[src/rtl/pwmcd_pkg.sv]
// shared types and constants of the two-channel pwm with clock divider
package pwmcd_pkg;

    // operation codes
    localparam logic [1:0] OP_READ  = 2'd0;
    localparam logic [1:0] OP_WRITE = 2'd1;
    localparam logic [1:0] OP_TICK  = 2'd2;

    // register blocks
    localparam logic REGION_PWM = 1'b0;
    localparam logic REGION_CLK = 1'b1;

    // register word offsets
    localparam logic [5:0] OFF_CTL    = 6'd0;
    localparam logic [5:0] OFF_CLKCTL = 6'd40;
    localparam logic [5:0] OFF_CLKDIV = 6'd41;

    // register select inside a channel's group of four words
    localparam logic [1:0] SEL_RANGE = 2'd0;
    localparam logic [1:0] SEL_DATA  = 2'd1;

    // clock manager fields
    localparam logic [7:0] CLK_PASSWORD = 8'h5A;
    localparam int         CLK_EN_BIT   = 4;
    localparam int         CLK_BUSY_BIT = 7;
    localparam int         CLK_CTL_W    = 5;
    localparam int         DIV_LSB      = 12;

    // reset value of a channel range register
    localparam logic [31:0] RANGE_RESET = 32'd32;

    // input transfer payload
    typedef struct packed {
        logic [1:0]  operation;
        logic        region;
        logic [5:0]  word_offset;
        logic [31:0] write_data;
    } pwmcd_in_t;

    // result transfer payload
    typedef struct packed {
        logic [31:0] read_data;
        logic        pwm_level_0;
        logic        pwm_level_1;
    } pwmcd_out_t;

    // per channel command
    typedef struct packed {
        logic wr_range;
        logic wr_data;
        logic expire;
        logic enable;
    } pwmcd_chan_cmd_t;

    // clock manager command
    typedef struct packed {
        logic tick;
        logic wr_ctl;
        logic wr_div;
    } pwmcd_clk_cmd_t;

    // clock manager status
    typedef struct packed {
        logic expire;
        logic enable;
        logic busy;
    } pwmcd_clk_stat_t;

endpackage

[src/rtl/pwmcd_clk.sv]
// clock manager: control, divider, prescaler and busy flag
module pwmcd_clk
    import pwmcd_pkg::*;
#(
    parameter int DIVIDER_BITS = 12
) (
    input  logic            aclk,
    input  logic            aresetn,
    input  pwmcd_clk_cmd_t  cmd,
    input  logic [31:0]     wdata,
    output pwmcd_clk_stat_t stat,
    output logic [31:0]     rd_ctl,
    output logic [31:0]     rd_div
);

    logic [CLK_CTL_W-1:0]    ctl_reg, ctl_next;
    logic [DIVIDER_BITS-1:0] div_reg, div_next;
    logic [DIVIDER_BITS-1:0] presc_reg, presc_next;
    logic                    busy_reg, busy_next;
    logic [DIVIDER_BITS:0]   presc_inc;
    logic [DIVIDER_BITS:0]   div_eff;
    logic                    enable;
    logic                    expire;

    assign enable    = ctl_reg[CLK_EN_BIT];
    assign presc_inc = {1'b0, presc_reg} + {{DIVIDER_BITS{1'b0}}, 1'b1};
    assign div_eff   = (div_reg == '0) ? {{DIVIDER_BITS{1'b0}}, 1'b1} : {1'b0, div_reg};
    assign expire    = cmd.tick && enable && !(presc_inc < div_eff);

    // next state of the clock manager
    always_comb begin
        ctl_next   = ctl_reg;
        div_next   = div_reg;
        presc_next = presc_reg;
        busy_next  = busy_reg;
        if (cmd.wr_ctl) begin
            ctl_next = wdata[CLK_CTL_W-1:0];
            if (wdata[CLK_EN_BIT]) begin
                busy_next = 1'b1;
            end
        end
        if (cmd.wr_div) begin
            div_next = wdata[DIV_LSB +: DIVIDER_BITS];
        end
        if (cmd.tick) begin
            if (!enable) begin
                busy_next = 1'b0;
            end else if (expire) begin
                presc_next = '0;
            end else begin
                presc_next = presc_inc[DIVIDER_BITS-1:0];
            end
        end
    end

    always_ff @(posedge aclk) begin
        if (!aresetn) begin
            ctl_reg   <= '0;
            div_reg   <= '0;
            presc_reg <= '0;
            busy_reg  <= 1'b0;
        end else begin
            ctl_reg   <= ctl_next;
            div_reg   <= div_next;
            presc_reg <= presc_next;
            busy_reg  <= busy_next;
        end
    end

    // register read values
    always_comb begin
        rd_ctl = 32'(ctl_reg);
        rd_ctl[CLK_BUSY_BIT] = busy_reg;
        rd_div = 32'(div_reg) << DIV_LSB;
    end

    assign stat.expire = expire;
    assign stat.enable = enable;
    assign stat.busy   = busy_reg;

endmodule

[src/rtl/pwmcd_chan.sv]
// one pwm channel: range, data, counter and output level
module pwmcd_chan
    import pwmcd_pkg::*;
(
    input  logic            aclk,
    input  logic            aresetn,
    input  pwmcd_chan_cmd_t cmd,
    input  logic [31:0]     wdata,
    output logic [31:0]     rd_range,
    output logic [31:0]     rd_data,
    output logic            level_next
);

    logic [31:0] range_reg, range_next;
    logic [31:0] data_reg, data_next;
    logic [31:0] cnt_reg, cnt_next;
    logic [32:0] cnt_inc;

    assign cnt_inc = {1'b0, cnt_reg} + 33'd1;

    // register writes and counter advance
    always_comb begin
        range_next = cmd.wr_range ? wdata : range_reg;
        data_next  = cmd.wr_data ? wdata : data_reg;
        cnt_next   = cnt_reg;
        if (cmd.expire && cmd.enable) begin
            cnt_next = (cnt_inc >= {1'b0, range_reg}) ? 32'd0 : cnt_inc[31:0];
        end
    end

    always_ff @(posedge aclk) begin
        if (!aresetn) begin
            range_reg <= RANGE_RESET;
            data_reg  <= '0;
            cnt_reg   <= '0;
        end else begin
            range_reg <= range_next;
            data_reg  <= data_next;
            cnt_reg   <= cnt_next;
        end
    end

    // level as it stands after this transfer
    assign level_next = cmd.enable && (cnt_next < data_next);

    assign rd_range = range_reg;
    assign rd_data  = data_reg;

endmodule

[src/rtl/two_channel_pwm_with_clock_divider.sv]
// two-channel mark-space pwm with clock manager: top level
// flow: an accepted transfer is held in the input register, and its result is written to
// the output register once the output stage is free (m_valid low or m_ready high)
// throughput: one transfer per cycle unless m_ready stalls; all register and counter
// work for an item is one pass between the input register and the output register
// reset: synchronous active low on aresetn; both stages empty, registers at reset values
module two_channel_pwm_with_clock_divider
    import pwmcd_pkg::*;
#(
    parameter int CHANNELS     = 2,
    parameter int DIVIDER_BITS = 12
) (
    input  logic       aclk,
    input  logic       aresetn,
    input  logic       s_valid,
    output logic       s_ready,
    input  pwmcd_in_t  s_item,
    output logic       m_valid,
    input  logic       m_ready,
    output pwmcd_out_t m_item
);

    localparam int CTL_W = 8 * CHANNELS;

    logic            in_valid_reg;
    pwmcd_in_t       in_reg;
    logic            m_valid_reg;
    pwmcd_out_t      m_item_reg, m_item_next;
    logic            advance;

    logic [CTL_W-1:0] ctl_reg, ctl_next;

    logic            is_read, is_write, is_tick;
    logic            wr_pwm, wr_clk;
    pwmcd_clk_cmd_t  clk_cmd;
    pwmcd_clk_stat_t clk_stat;
    logic [31:0]     clk_rd_ctl, clk_rd_div;

    pwmcd_chan_cmd_t chan_cmd [CHANNELS];
    logic [31:0]     chan_rd_range [CHANNELS];
    logic [31:0]     chan_rd_data [CHANNELS];
    logic            chan_level [CHANNELS];
    logic [31:0]     chan_rd [CHANNELS];
    logic            level1;
    logic [31:0]     rd_value;

    // input stage and output stage handshakes
    assign advance = in_valid_reg && (!m_valid_reg || m_ready);
    assign s_ready = !in_valid_reg || advance;

    always_ff @(posedge aclk) begin
        if (!aresetn) begin
            in_valid_reg <= 1'b0;
        end else if (s_ready) begin
            in_valid_reg <= s_valid;
        end
    end

    always_ff @(posedge aclk) begin
        if (s_ready && s_valid) begin
            in_reg <= s_item;
        end
    end

    // item decode
    assign is_read  = advance && (in_reg.operation == OP_READ);
    assign is_write = advance && (in_reg.operation == OP_WRITE);
    assign is_tick  = advance && (in_reg.operation == OP_TICK);
    assign wr_pwm   = is_write && (in_reg.region == REGION_PWM);
    assign wr_clk   = is_write && (in_reg.region == REGION_CLK)
                      && (in_reg.write_data[31:24] == CLK_PASSWORD);

    // channel control register
    assign ctl_next = (wr_pwm && in_reg.word_offset == OFF_CTL)
                      ? in_reg.write_data[CTL_W-1:0] : ctl_reg;

    always_ff @(posedge aclk) begin
        if (!aresetn) begin
            ctl_reg <= '0;
        end else begin
            ctl_reg <= ctl_next;
        end
    end

    // clock manager
    assign clk_cmd.tick   = is_tick;
    assign clk_cmd.wr_ctl = wr_clk && (in_reg.word_offset == OFF_CLKCTL);
    assign clk_cmd.wr_div = wr_clk && (in_reg.word_offset == OFF_CLKDIV);

    pwmcd_clk #(
        .DIVIDER_BITS (DIVIDER_BITS)
    ) u_clk (
        .aclk    (aclk),
        .aresetn (aresetn),
        .cmd     (clk_cmd),
        .wdata   (in_reg.write_data),
        .stat    (clk_stat),
        .rd_ctl  (clk_rd_ctl),
        .rd_div  (clk_rd_div)
    );

    // channels
    for (genvar c = 0; c < CHANNELS; c++) begin : g_chan
        logic hit;

        // channel c owns word offsets 4c+4 to 4c+7
        assign hit = (in_reg.word_offset[5:2] == 4'(c + 1));

        assign chan_cmd[c].wr_range = wr_pwm && hit && (in_reg.word_offset[1:0] == SEL_RANGE);
        assign chan_cmd[c].wr_data  = wr_pwm && hit && (in_reg.word_offset[1:0] == SEL_DATA);
        assign chan_cmd[c].expire   = clk_stat.expire;
        assign chan_cmd[c].enable   = ctl_next[8 * c];

        pwmcd_chan u_chan (
            .aclk       (aclk),
            .aresetn    (aresetn),
            .cmd        (chan_cmd[c]),
            .wdata      (in_reg.write_data),
            .rd_range   (chan_rd_range[c]),
            .rd_data    (chan_rd_data[c]),
            .level_next (chan_level[c])
        );

        always_comb begin
            chan_rd[c] = '0;
            if (hit) begin
                case (in_reg.word_offset[1:0])
                    SEL_RANGE: chan_rd[c] = chan_rd_range[c];
                    SEL_DATA:  chan_rd[c] = chan_rd_data[c];
                    default:   chan_rd[c] = '0;
                endcase
            end
        end
    end

    if (CHANNELS > 1) begin : g_lvl1
        assign level1 = chan_level[1];
    end else begin : g_no_lvl1
        assign level1 = 1'b0;
    end

    // register read mux
    always_comb begin
        rd_value = '0;
        if (in_reg.region == REGION_PWM) begin
            if (in_reg.word_offset == OFF_CTL) begin
                rd_value = 32'(ctl_reg);
            end else begin
                for (int c = 0; c < CHANNELS; c++) begin
                    rd_value = rd_value | chan_rd[c];
                end
            end
        end else begin
            case (in_reg.word_offset)
                OFF_CLKCTL: rd_value = clk_rd_ctl;
                OFF_CLKDIV: rd_value = clk_rd_div;
                default:    rd_value = '0;
            endcase
        end
    end

    // result register
    always_comb begin
        m_item_next.read_data   = is_read ? rd_value : 32'd0;
        m_item_next.pwm_level_0 = chan_level[0];
        m_item_next.pwm_level_1 = level1;
    end

    always_ff @(posedge aclk) begin
        if (!aresetn) begin
            m_valid_reg <= 1'b0;
        end else if (advance) begin
            m_valid_reg <= 1'b1;
        end else if (m_ready) begin
            m_valid_reg <= 1'b0;
        end
    end

    always_ff @(posedge aclk) begin
        if (advance) begin
            m_item_reg <= m_item_next;
        end
    end

    assign m_valid = m_valid_reg;
    assign m_item  = m_item_reg;

    // an enabled clock always reports busy
    a_enable_busy: assert property (@(posedge aclk) disable iff (!aresetn)
        clk_stat.enable |-> clk_stat.busy)
        else $error("clock enabled without busy");

    // a prescaler expiry happens only on a tick with the clock enabled
    a_expire_tick: assert property (@(posedge aclk) disable iff (!aresetn)
        clk_stat.expire |-> (is_tick && clk_stat.enable))
        else $error("prescaler expiry outside an enabled tick");

    // a held item in the input stage is not dropped
    a_hold_item: assert property (@(posedge aclk) disable iff (!aresetn)
        (in_valid_reg && !advance) |=> in_valid_reg)
        else $error("input stage item lost");

    // only a read produces nonzero read data
    a_read_zero: assert property (@(posedge aclk) disable iff (!aresetn)
        (advance && !is_read) |=> (m_item.read_data == 32'd0))
        else $error("read data nonzero for a non-read transfer");

endmodule

[config.mk]
export PLATFORM = sky130hd
export DESIGN_NAME = two_channel_pwm_with_clock_divider
export DESIGN_NICKNAME = d
export VERILOG_FILES = /design/src/rtl/pwmcd_pkg.sv /design/src/rtl/pwmcd_clk.sv /design/src/rtl/pwmcd_chan.sv /design/src/rtl/two_channel_pwm_with_clock_divider.sv
export SDC_FILE = /design/constraint.sdc
export NUM_CORES = 1
export LEC_CHECK = 0
export ABC_AREA = 1
export BUFFER_PORTS_ARGS = -buffer_cell sky130_fd_sc_hd__buf_4
export CORE_MARGIN = 3
export CORE_UTILIZATION = 63
export DETAILED_ROUTE_END_ITERATION = 6
export GPL_ROUTABILITY_DRIVEN = 0
export HOLD_SLACK_MARGIN = 0.1
export PLACE_DENSITY = 0.8
export SYNTH_ARGS = -nofsm -noshare
export SYNTH_HDL_FRONTEND = slang
export SYNTH_HIERARCHICAL = 1
export SYNTH_SLANG_ARGS = --single-unit
[constraint.sdc]
create_clock -name aclk -period 5 [get_ports aclk]
set_input_delay 0.5 -clock aclk [delete_from_list [all_inputs] [get_ports aclk]]
set_output_delay 0.5 -clock aclk [all_outputs]
set_load 0.03 [all_outputs]
Word-level counts from Yosys, hierarchy flattened
Cells that the tools add are included.
{"block": "word_totals", "out_inout_bits": 36, "input_bits": 45, "regBits": 315, "elab_cells": 95}
{"block": "classes", "n_reduce_logical": 34, "muxes": 22, "magnitude_cmp": 5, "add_sub_neg": 3, "n_bitwise": 2, "eq_ne": 8}
{"op": "$mux 32", "count": 10}
{"op": "$pmux 32 s2", "count": 2}
{"op": "$add 32x1->33 const B", "count": 2}
{"op": "$ge 33x32->1", "count": 2}
{"op": "$lt 32x32->1", "count": 2}
{"op": "$pmux 24 s2", "count": 1}
{"op": "$or 32x32->32", "count": 1}
{"op": "$mux 12", "count": 2}
{"op": "$logic_and 1x1->1", "count": 23}
{"op": "$add 12x1->13 const B", "count": 1}
{"op": "$lt 13x13->1", "count": 1}
{"op": "$eq 6x6->1 const B", "count": 2}
{"op": "$logic_not 12->1", "count": 1}
{"op": "$mux 9", "count": 1}
{"op": "$eq 8x7->1 const B", "count": 1}
{"op": "$logic_not 6->1", "count": 1}
{"op": "$mux 1", "count": 6}
{"op": "$eq 2x1->1 const B", "count": 2}
{"op": "$eq 4x1->1 const B", "count": 1}
{"op": "$eq 4x2->1 const B", "count": 1}
{"op": "$logic_not 2->1", "count": 2}
{"op": "$logic_not 1->1", "count": 3}
{"op": "$eq 2x2->1 const B", "count": 1}
{"op": "$logic_or 1x1->1", "count": 2}
{"op": "other kinds (3)", "count": 3}

Logic depth before layout (Yosys ltp)
Gate-level depths: netlist of the first run.
{"block": "logic_depth", "ltp_word": 11, "ltp_mapped": 40, "ltp_nobuf": 39}

Cells and area by module
The synthesis of the first run kept the hierarchy.
{"module": "pwmcd_chan at g_chan[1].u_chan", "area_each_um2": 5972.0, "cells_each": 799, "instances": 1, "seq_area_each_um2": 1921.8}
{"module": "pwmcd_chan at g_chan[0].u_chan", "area_each_um2": 5766.8, "cells_each": 781, "instances": 1, "seq_area_each_um2": 1921.8}
{"module": "two_channel_pwm_with_clock_divider", "area_each_um2": 5585.4, "cells_each": 784, "instances": 1, "seq_area_each_um2": 2612.5}
{"module": "pwmcd_clk", "area_each_um2": 2024.4, "cells_each": 266, "instances": 1, "seq_area_each_um2": 600.6}

Worst setup path before layout of the first run
No wires, ideal clock.
{"block": "synth_path", "path_type": "input -> register", "from": "input port m_ready", "to": "register m_item_reg (netlist bit m_item[1]) (data pin)", "required_ns": 4.854, "stages": 24, "slack_ns": 0.592, "arrival_time_ns": 4.262, "setup_time_ns": 0.146, "path_buffers": 2, "path_cell_list": "inv_1 > a21oi_2 > inv_1 > nor3_1 > nand2_1 > inv_1 > nand2_1 > inv_1 > buf_4 > nand2_1 > nor2_1 > nand3_1 > nor2_1 > nand2_1 > inv_1 > buf_2 > nand2_1 > nand2_1 > ha_1 > a21oi_1 > nor2_1 > a2111oi_0 > nand2_1 > a21oi_1"}
{"element": "start, declared", "line": "two_channel_pwm_with_clock_divider.sv:19", "rtl": "input logic m_ready,"}
{"element": "end signal, assigned", "line": "two_channel_pwm_with_clock_divider.sv:181", "rtl": "m_item_reg <= m_item_next;"}
{"element": "end, declared", "line": "two_channel_pwm_with_clock_divider.sv:28", "rtl": "pwmcd_out_t m_item_reg, m_item_next;"}

==> results of run 1 <==
-- metrics by stage --
stage / instance area (µm²) / TNS [ps]
global route: 21900 / -336
detailed placement: 20000 / -89.5
global placement: 20000 / 0
floorplan: 19500 / 0
CTS: 21300 / 0
finish: 21900 / 0
-- cells in the final DEF (no fill, tap or decap), types with 5 or more instances in the layout --
cell / instances
clkinv_1: 6
o22ai_1: 8
clkinvlp_4: 5
clkbuf_16: 38
a21oi_1: 185
ha_1: 131
a21oi_2: 11
xor2_1: 42
clkinv_2: 5
dfxtp_2: 5
nor2_2: 13
bufinv_16: 6
clkbuf_1: 5
nor2_4: 15
o21ai_0: 97
conb_1: 46
nor3_1: 23
nor2_1: 247
xnor2_1: 6
nand2_1: 691
dfxtp_1: 232
inv_2: 43
a21o_1: 5
nor4_1: 6
nand3_2: 10
o22ai_2: 20
nand4_1: 26
inv_1: 249
nand3b_1: 18
nand3_1: 149
edfxtp_1: 75
nor3_4: 6
nand2_2: 27
ha_4: 8
a211oi_1: 5
mux2i_1: 62
buf_4: 127
-- how the worst max path moves through the flow --
stage                                      from        end
floorplan                               m_ready  m_item[1]
global placement    g_chan[0].u_chan/cnt_reg[0]  m_item[1]
detailed placement  g_chan[0].u_chan/cnt_reg[0]  m_item[1]
CTS                 g_chan[0].u_chan/cnt_reg[0]  m_item[1]
global route        g_chan[0].u_chan/cnt_reg[5]  m_item[1]
finish              g_chan[0].u_chan/cnt_reg[0]  m_item[1]
-- worst max-delay path: cells and delay by family, from the launching register on --
family	cells	cell delay [ps]
adder cells (fa/ha/maj)	3	720
XOR/XNOR	1	170
AND/OR/NAND/NOR	17	2390
buffers and inverters	3	450
AO/OA/AOI/OAI	4	710
flip-flops	1	370
-- cell type report --
cell class | count | area [µm²]
Clock inverter | 17 | 236
Timing Repair Buffer | 134 | 1060
Clock buffer | 46 | 1010
Tap cell | 390 | 488
Sequential cell | 315 | 7070
Inverter | 299 | 1130
Multi-Input combinational cell | 1901 | 10800
Timing Repair inverter | 3 | 22.5
Fill cell | 2289 | 8080
-- power breakdown --
group	total, µW	switching [µW]	internal [µW]
sequential	2690	48.1	2640
combinational	238	172	65.7
clock	2790	1050	1740
total	5710	1270	4440
-- metal layers --
metal | vias up | global-route usage
met5 | - | 0
met4 | 0 | 0.150
met3 | 232 | 0.0477
met2 | 1043 | 0.540
met1 | 8368 | 0.417
li1 | 8563 | -
-- what timing repair did --
item | in CTS | in global routing
buffers inserted | 0 | 25
gates resized for setup | 5 | 94
pin swaps | 0 | 39
endpoints found under the setup margin | 1 | 2
cloned | 2 | 1
endpoints found under the hold margin | 0 | 0
==> summary.md, run 1 <==
The largest stage delay on the critical path works out to 370 ps. The critical hold path startpoint is s_item[9]. The static leakage power came out at 0.00971 µW.

The floorplan step set the die height to 181 µm. The critical register-to-register path startpoint was g_chan[0].u_chan/cnt_reg[0]. The via count normalized by instance count is 5.86. The worst slack at placement is -89.5 ps, and the area added between synthesis and finish is 13.1%. The first routing iteration left 2,029 violations. The worst-case headroom to the max-slew limit is 0.277. Detailed routing placed a total of 26,300 µm of wire on met2. The longest clock path from root to sink contains 3 buffers. The root buffer cell chosen for the clock tree is clkbuf_16. The initial core utilization is 0.645, and the floorplan core area is 30,000 µm². The die covers 32,800 µm². The final max-slew violation count came out at 0. The most numerous cell type found on the critical path is nand2_1.

The number of buffers added by the clock tree synthesis step was 35. The count of unresolved DRC violations after routing was 0. The tools report the number of hold-slack violations in the final timing report as 0. The width of the die was 181 µm. The tools report the cell count after placement as 3,014. The setup check on the worst reg-to-reg path leaves a slack of 30 ps.

In the final routed layout, each cell accounts on average for 18.2 µm. The final-layout worst hold slack was 156 ps. The detailed router used layers up to and including met4. Summed over all layers, the global routing overflow is 0.

The final period utilization came out at 0.995. The via count of the first global-routing pass is 17.0k, and the met3 layer wire length in the routed design is 5410 µm. The arrival time at the worst endpoint is 5350 ps. Path category of the worst min-delay check: input port to flip-flop. TritonCTS built the clock tree. The tools report the global-route usage over all layers as 0.324.

STA classifies the critical path endpoint as a flip-flop. For the post-layout total power, the log shows 5710 µW. For the number of synthesis warnings, the log shows 6.

The post-route core utilization was 0.730; the number of inserted diodes was 0. Setup violations remaining at the end of the flow were counted as 0. The share of post-route cells with drive strength above 1 was 0.143; the peak ir drop on the vdd network was 0.266 mV. Data on the critical path is required at its endpoint by 5370 ps. For the routed wire length, the log shows 56,400 µm. The detail route stage leaves a number of antenna-violating nets equal to 0.

Setup repair after global routing could not meet its margin everywhere. Among all stages on the critical path, the largest delay is contributed by dfxtp_2. The tool flagged a number of max-cap violations equal to 0. CTS built an H-tree with a depth of 2.

For this design, the CTS-stage hold fixing added 0 buffers. In this run the count of I/O pins placed on the die edge is 81. The initial antenna violation count is 0. After detailed routing, the wire length on met1 is 21,700 µm.

Clock-pin slew was measured on the worst setup and hold paths at 60 ps. Detailed routing inserted a total of 18.2k vias. The worst register-to-register path has a depth of 28.

Clock latency on the worst-skew pair, taken at its later pin, is 520 ps. Clock skew on the completed layout was measured at 13.2 ps. The first global-routing pass estimated 86,500 µm of wire. The post-layout minimum cycle time is 4970 ps, and the synthesized area per cell is 7.36 µm². The run gives 26.7 ps as the smallest setup slack after layout. The endpoint identified for the worst register-to-register timing path is m_item[1].

The final-stage net count is 2,874, and the largest fanout on the critical path is 6. The worst setup path is of the flip-flop to flip-flop kind. The tools report the highest clock frequency the design can meet as 201 MHz. The number of standard cells in the final layout excluding fillers was 3,105. The HPWL reported at the end of detailed placement was 40,100 µm; the ratio of total power to cell area was 261 nW/µm². The total number of placement rows was 63.

For this design, the sink count on the clock tree is 315. The run finished with clean final reports. The largest net degree at the start of global routing is 66, and the number of cells traversed by the worst hold path is 1.

The worst setup path is launched from a flip-flop. The worst hold path terminates at in_reg[9]. The count of buffers from port buffering was 80. The number of standard cells after synthesis was 2,628; the transition time of the tightest slew-check pin was 1080 ps. The logs give 6 for the number of detailed-routing iterations run before antenna repair and 19,300 µm² for the area of the mapped netlist.
(Power assumes the default switching activity.)
==> run 2: changes to the inputs <==
CORE_MARGIN = 10   (was 3)
SKIP_CTS_REPAIR_TIMING = 1   (was not set)
==> summary.md, run 2 (synthesized netlist as in run 1, its figures left out) <==
The category of the worst setup path capture point is a flip-flop (unchanged). The first-pass GRT wire length was 86,800 µm (was 86,500 µm). For the required time of the worst setup path, the log shows 5260 ps (was 5370 ps). The final-layout worst hold slack came out at 155 ps (was 156 ps). Most frequent cells in the layout: nand2_1, inv_1, nor2_1 (unchanged). The classification of the worst setup path was flip-flop to flip-flop (unchanged).

The worst slack at placement was 26.2 ps (was -89.5 ps); the post-layout minimum cycle time was 5000 ps (was 4970 ps). The logs give 38,100 µm² (was 32,800 µm²) for the die area and 56,600 µm (was 56,400 µm) for the routed wire length. Path category of the worst min-delay check: input port to flip-flop (unchanged). The logs give 0 (unchanged) for the reported max-cap violation count and 0.635 (was 0.645) for the initial core utilization. The run gives 2,867 (was 2,874) as the final-stage net count. The average wire length per cell after detail routing is 18.3 µm (was 18.2 µm), and the ratio of total power to cell area is 256 nW/µm² (was 261 nW/µm²). Setup repair after global routing could not meet its margin everywhere. The largest buffer count on any clock path came out at 3 (unchanged). The run gives 18.0k (was 18.2k) as the routed via count. The final period utilization was 0.999 (was 0.995).

Number of standard cells in the final layout excluding fillers: 3,103 (was 3,105). Via count normalized by instance count: 5.79 (was 5.86). The height of the chip was 195 µm (was 181 µm).

The tools report the global-route usage over all layers as 0.278 (was 0.324). The transition time of the tightest slew-check pin was 1090 ps (was 1080 ps); the violation count after the first detailed-route iteration was 2,154 (was 2,029). The logs give 0 (unchanged) for the final max-slew violation count and 200 MHz (was 201 MHz) for the highest clock frequency the design can meet.

The run finished with clean final reports. Cell area after placement: 20,000 µm² (about the same). The width of the die was 195 µm (was 181 µm). Static leakage power: 0.00978 µW (was 0.00971 µW). The number of hold-slack violations in the final timing report was 0 (unchanged); the peak ir drop on the vdd network was 0.266 mV (about the same). The antenna violation net count after detailed routing came out at 0 (unchanged). The total number of placement rows was 64 (was 63); the count of unresolved DRC violations after routing was 0 (unchanged). The tools report the number of detailed-routing iterations run before antenna repair as 6 (unchanged). The run gives 17.7 ps (was 13.2 ps) as the clock skew after layout.

The number of buffers added by the clock tree synthesis step was 36 (was 35). The buffer type at the clock tree root was clkbuf_16 (unchanged). The cell count after placement came out at 3,022 (was 3,014). The tools report the final setup violation count as 0 (unchanged). For the register-to-register path setup slack, the log shows 4 ps (was 30 ps). The count of buffers from port buffering is 80 (unchanged). The critical path's most frequent cell was nand2_2 (was nand2_1). The final non-filler cell area is 21,900 µm² (about the same).

The via count of the first global-routing pass is 16.8k (was 17.0k). The floorplan core area is 30,400 µm² (was 30,000 µm²), and the worst-case headroom to the max-slew limit is 0.272 (was 0.277). The run gives 2 (unchanged) as the number of levels the H-tree was split into. The most common cell after layout, fill and taps aside is nand2_1 (unchanged). The number of inserted diodes was 0 (unchanged).

The run gives 520 ps (about the same) as the clock latency of the later-clocked register in the worst-skew pair. The largest stage delay on the critical path was 370 ps (about the same). Arrival time at the worst endpoint: 5260 ps (was 5350 ps). The tools report the boundary pin count as 81 (unchanged). The smallest setup slack after layout is 3.95 ps (was 26.7 ps), and the clock-pin slew on the worst setup and hold paths is 60 ps (about the same).

The run gives 71 (was 66) as the largest net degree at the start of global routing. The tools report the startpoint type of the worst setup path as a flip-flop (unchanged). The area added between synthesis and finish is 13.1% (about the same). The largest fanout on the critical path is 8 (was 6), and the filler cell count in the final layout is 2,347 (was 2,289).

The logs give 315 (unchanged) for the count of clock tree sinks and 40,800 µm (was 40,100 µm) for the HPWL reported at the end of detailed placement. The share of post-route cells with drive strength above 1 is 0.144 (was 0.143). The post-route core utilization was 0.718 (was 0.730); the overflow left after global routing was 0 (unchanged). The tools report the initial antenna violation count as 0 (unchanged). TritonCTS built the clock tree.

The cell type of the slowest stage on the worst timing path is dfxtp_4 (was dfxtp_2).
[run 2: cell type report]
cell class	count	area, µm²	area share
multi-input combinational	1901	11000	0.501
sequential	315	7070	0.323
inverter	299	1130	0.0519
clock buffer	52	1050	0.0481
timing repair buffer	128	1010	0.0460
tap	396	495	0.0227
clock inverter	11	140	0.00641
timing repair inverter	1	7.51	0.000343
[run 2: path summary, 6_finish.rpt]
kind                                 startpoint                             to  depth (start not counted)
setup / recovery    g_chan[0].u_chan/cnt_reg[5]                      m_item[1]                         27
hold / removal                       s_item[11]                     in_reg[11]                          1
setup reg to reg    g_chan[0].u_chan/cnt_reg[5]                      m_item[1]                         27
hold reg to reg   g_chan[0].u_chan/rd_range[29]  g_chan[0].u_chan/rd_range[29]                          2
[run 2: worst max-delay path, delay by kind of cell, from the launching register on]
family                   cells  cell delay (ps)
XOR/XNOR                     1              220
AO/OA/AOI/OAI                4              460
flip-flops                   1              370
AND/OR/NAND/NOR             18             2660
adder cells (fa/ha/maj)      2              610
buffers and inverters        2              390
[run 2: stage by stage]
stage          power [µW]  TNS (ps)
2_1_floorplan        2890         0
3_3_place_gp         2970         0
3_5_place_dp         2970         0
4_1_cts              5610     -1.04
5_1_grt              5740      -301
6_report             5590         0
[run 2: power by group]
| group | switching, µW | leakage [µW] | internal [µW] |
|---|---|---|---|
| Sequential | 47.6 | 0.00268 | 2640 |
| Combinational | 174 | 0.00651 | 66.0 |
| Clock | 1050 | 0.000586 | 1620 |
| Total | 1270 | 0.00978 | 4320 |
[run 2: metal layers]
| layer | global-route usage | vias to the layer above | share of wire |
|---|---|---|---|
| met1 | 0.354 | 8243 | 0.39 |
| met5 | 0 | - | 0 |
| li1 | - | 8557 | - |
| met4 | 0.125 | 0 | 0.049 |
| met3 | 0.0418 | 188 | 0.092 |
| met2 | 0.459 | 965 | 0.47 |
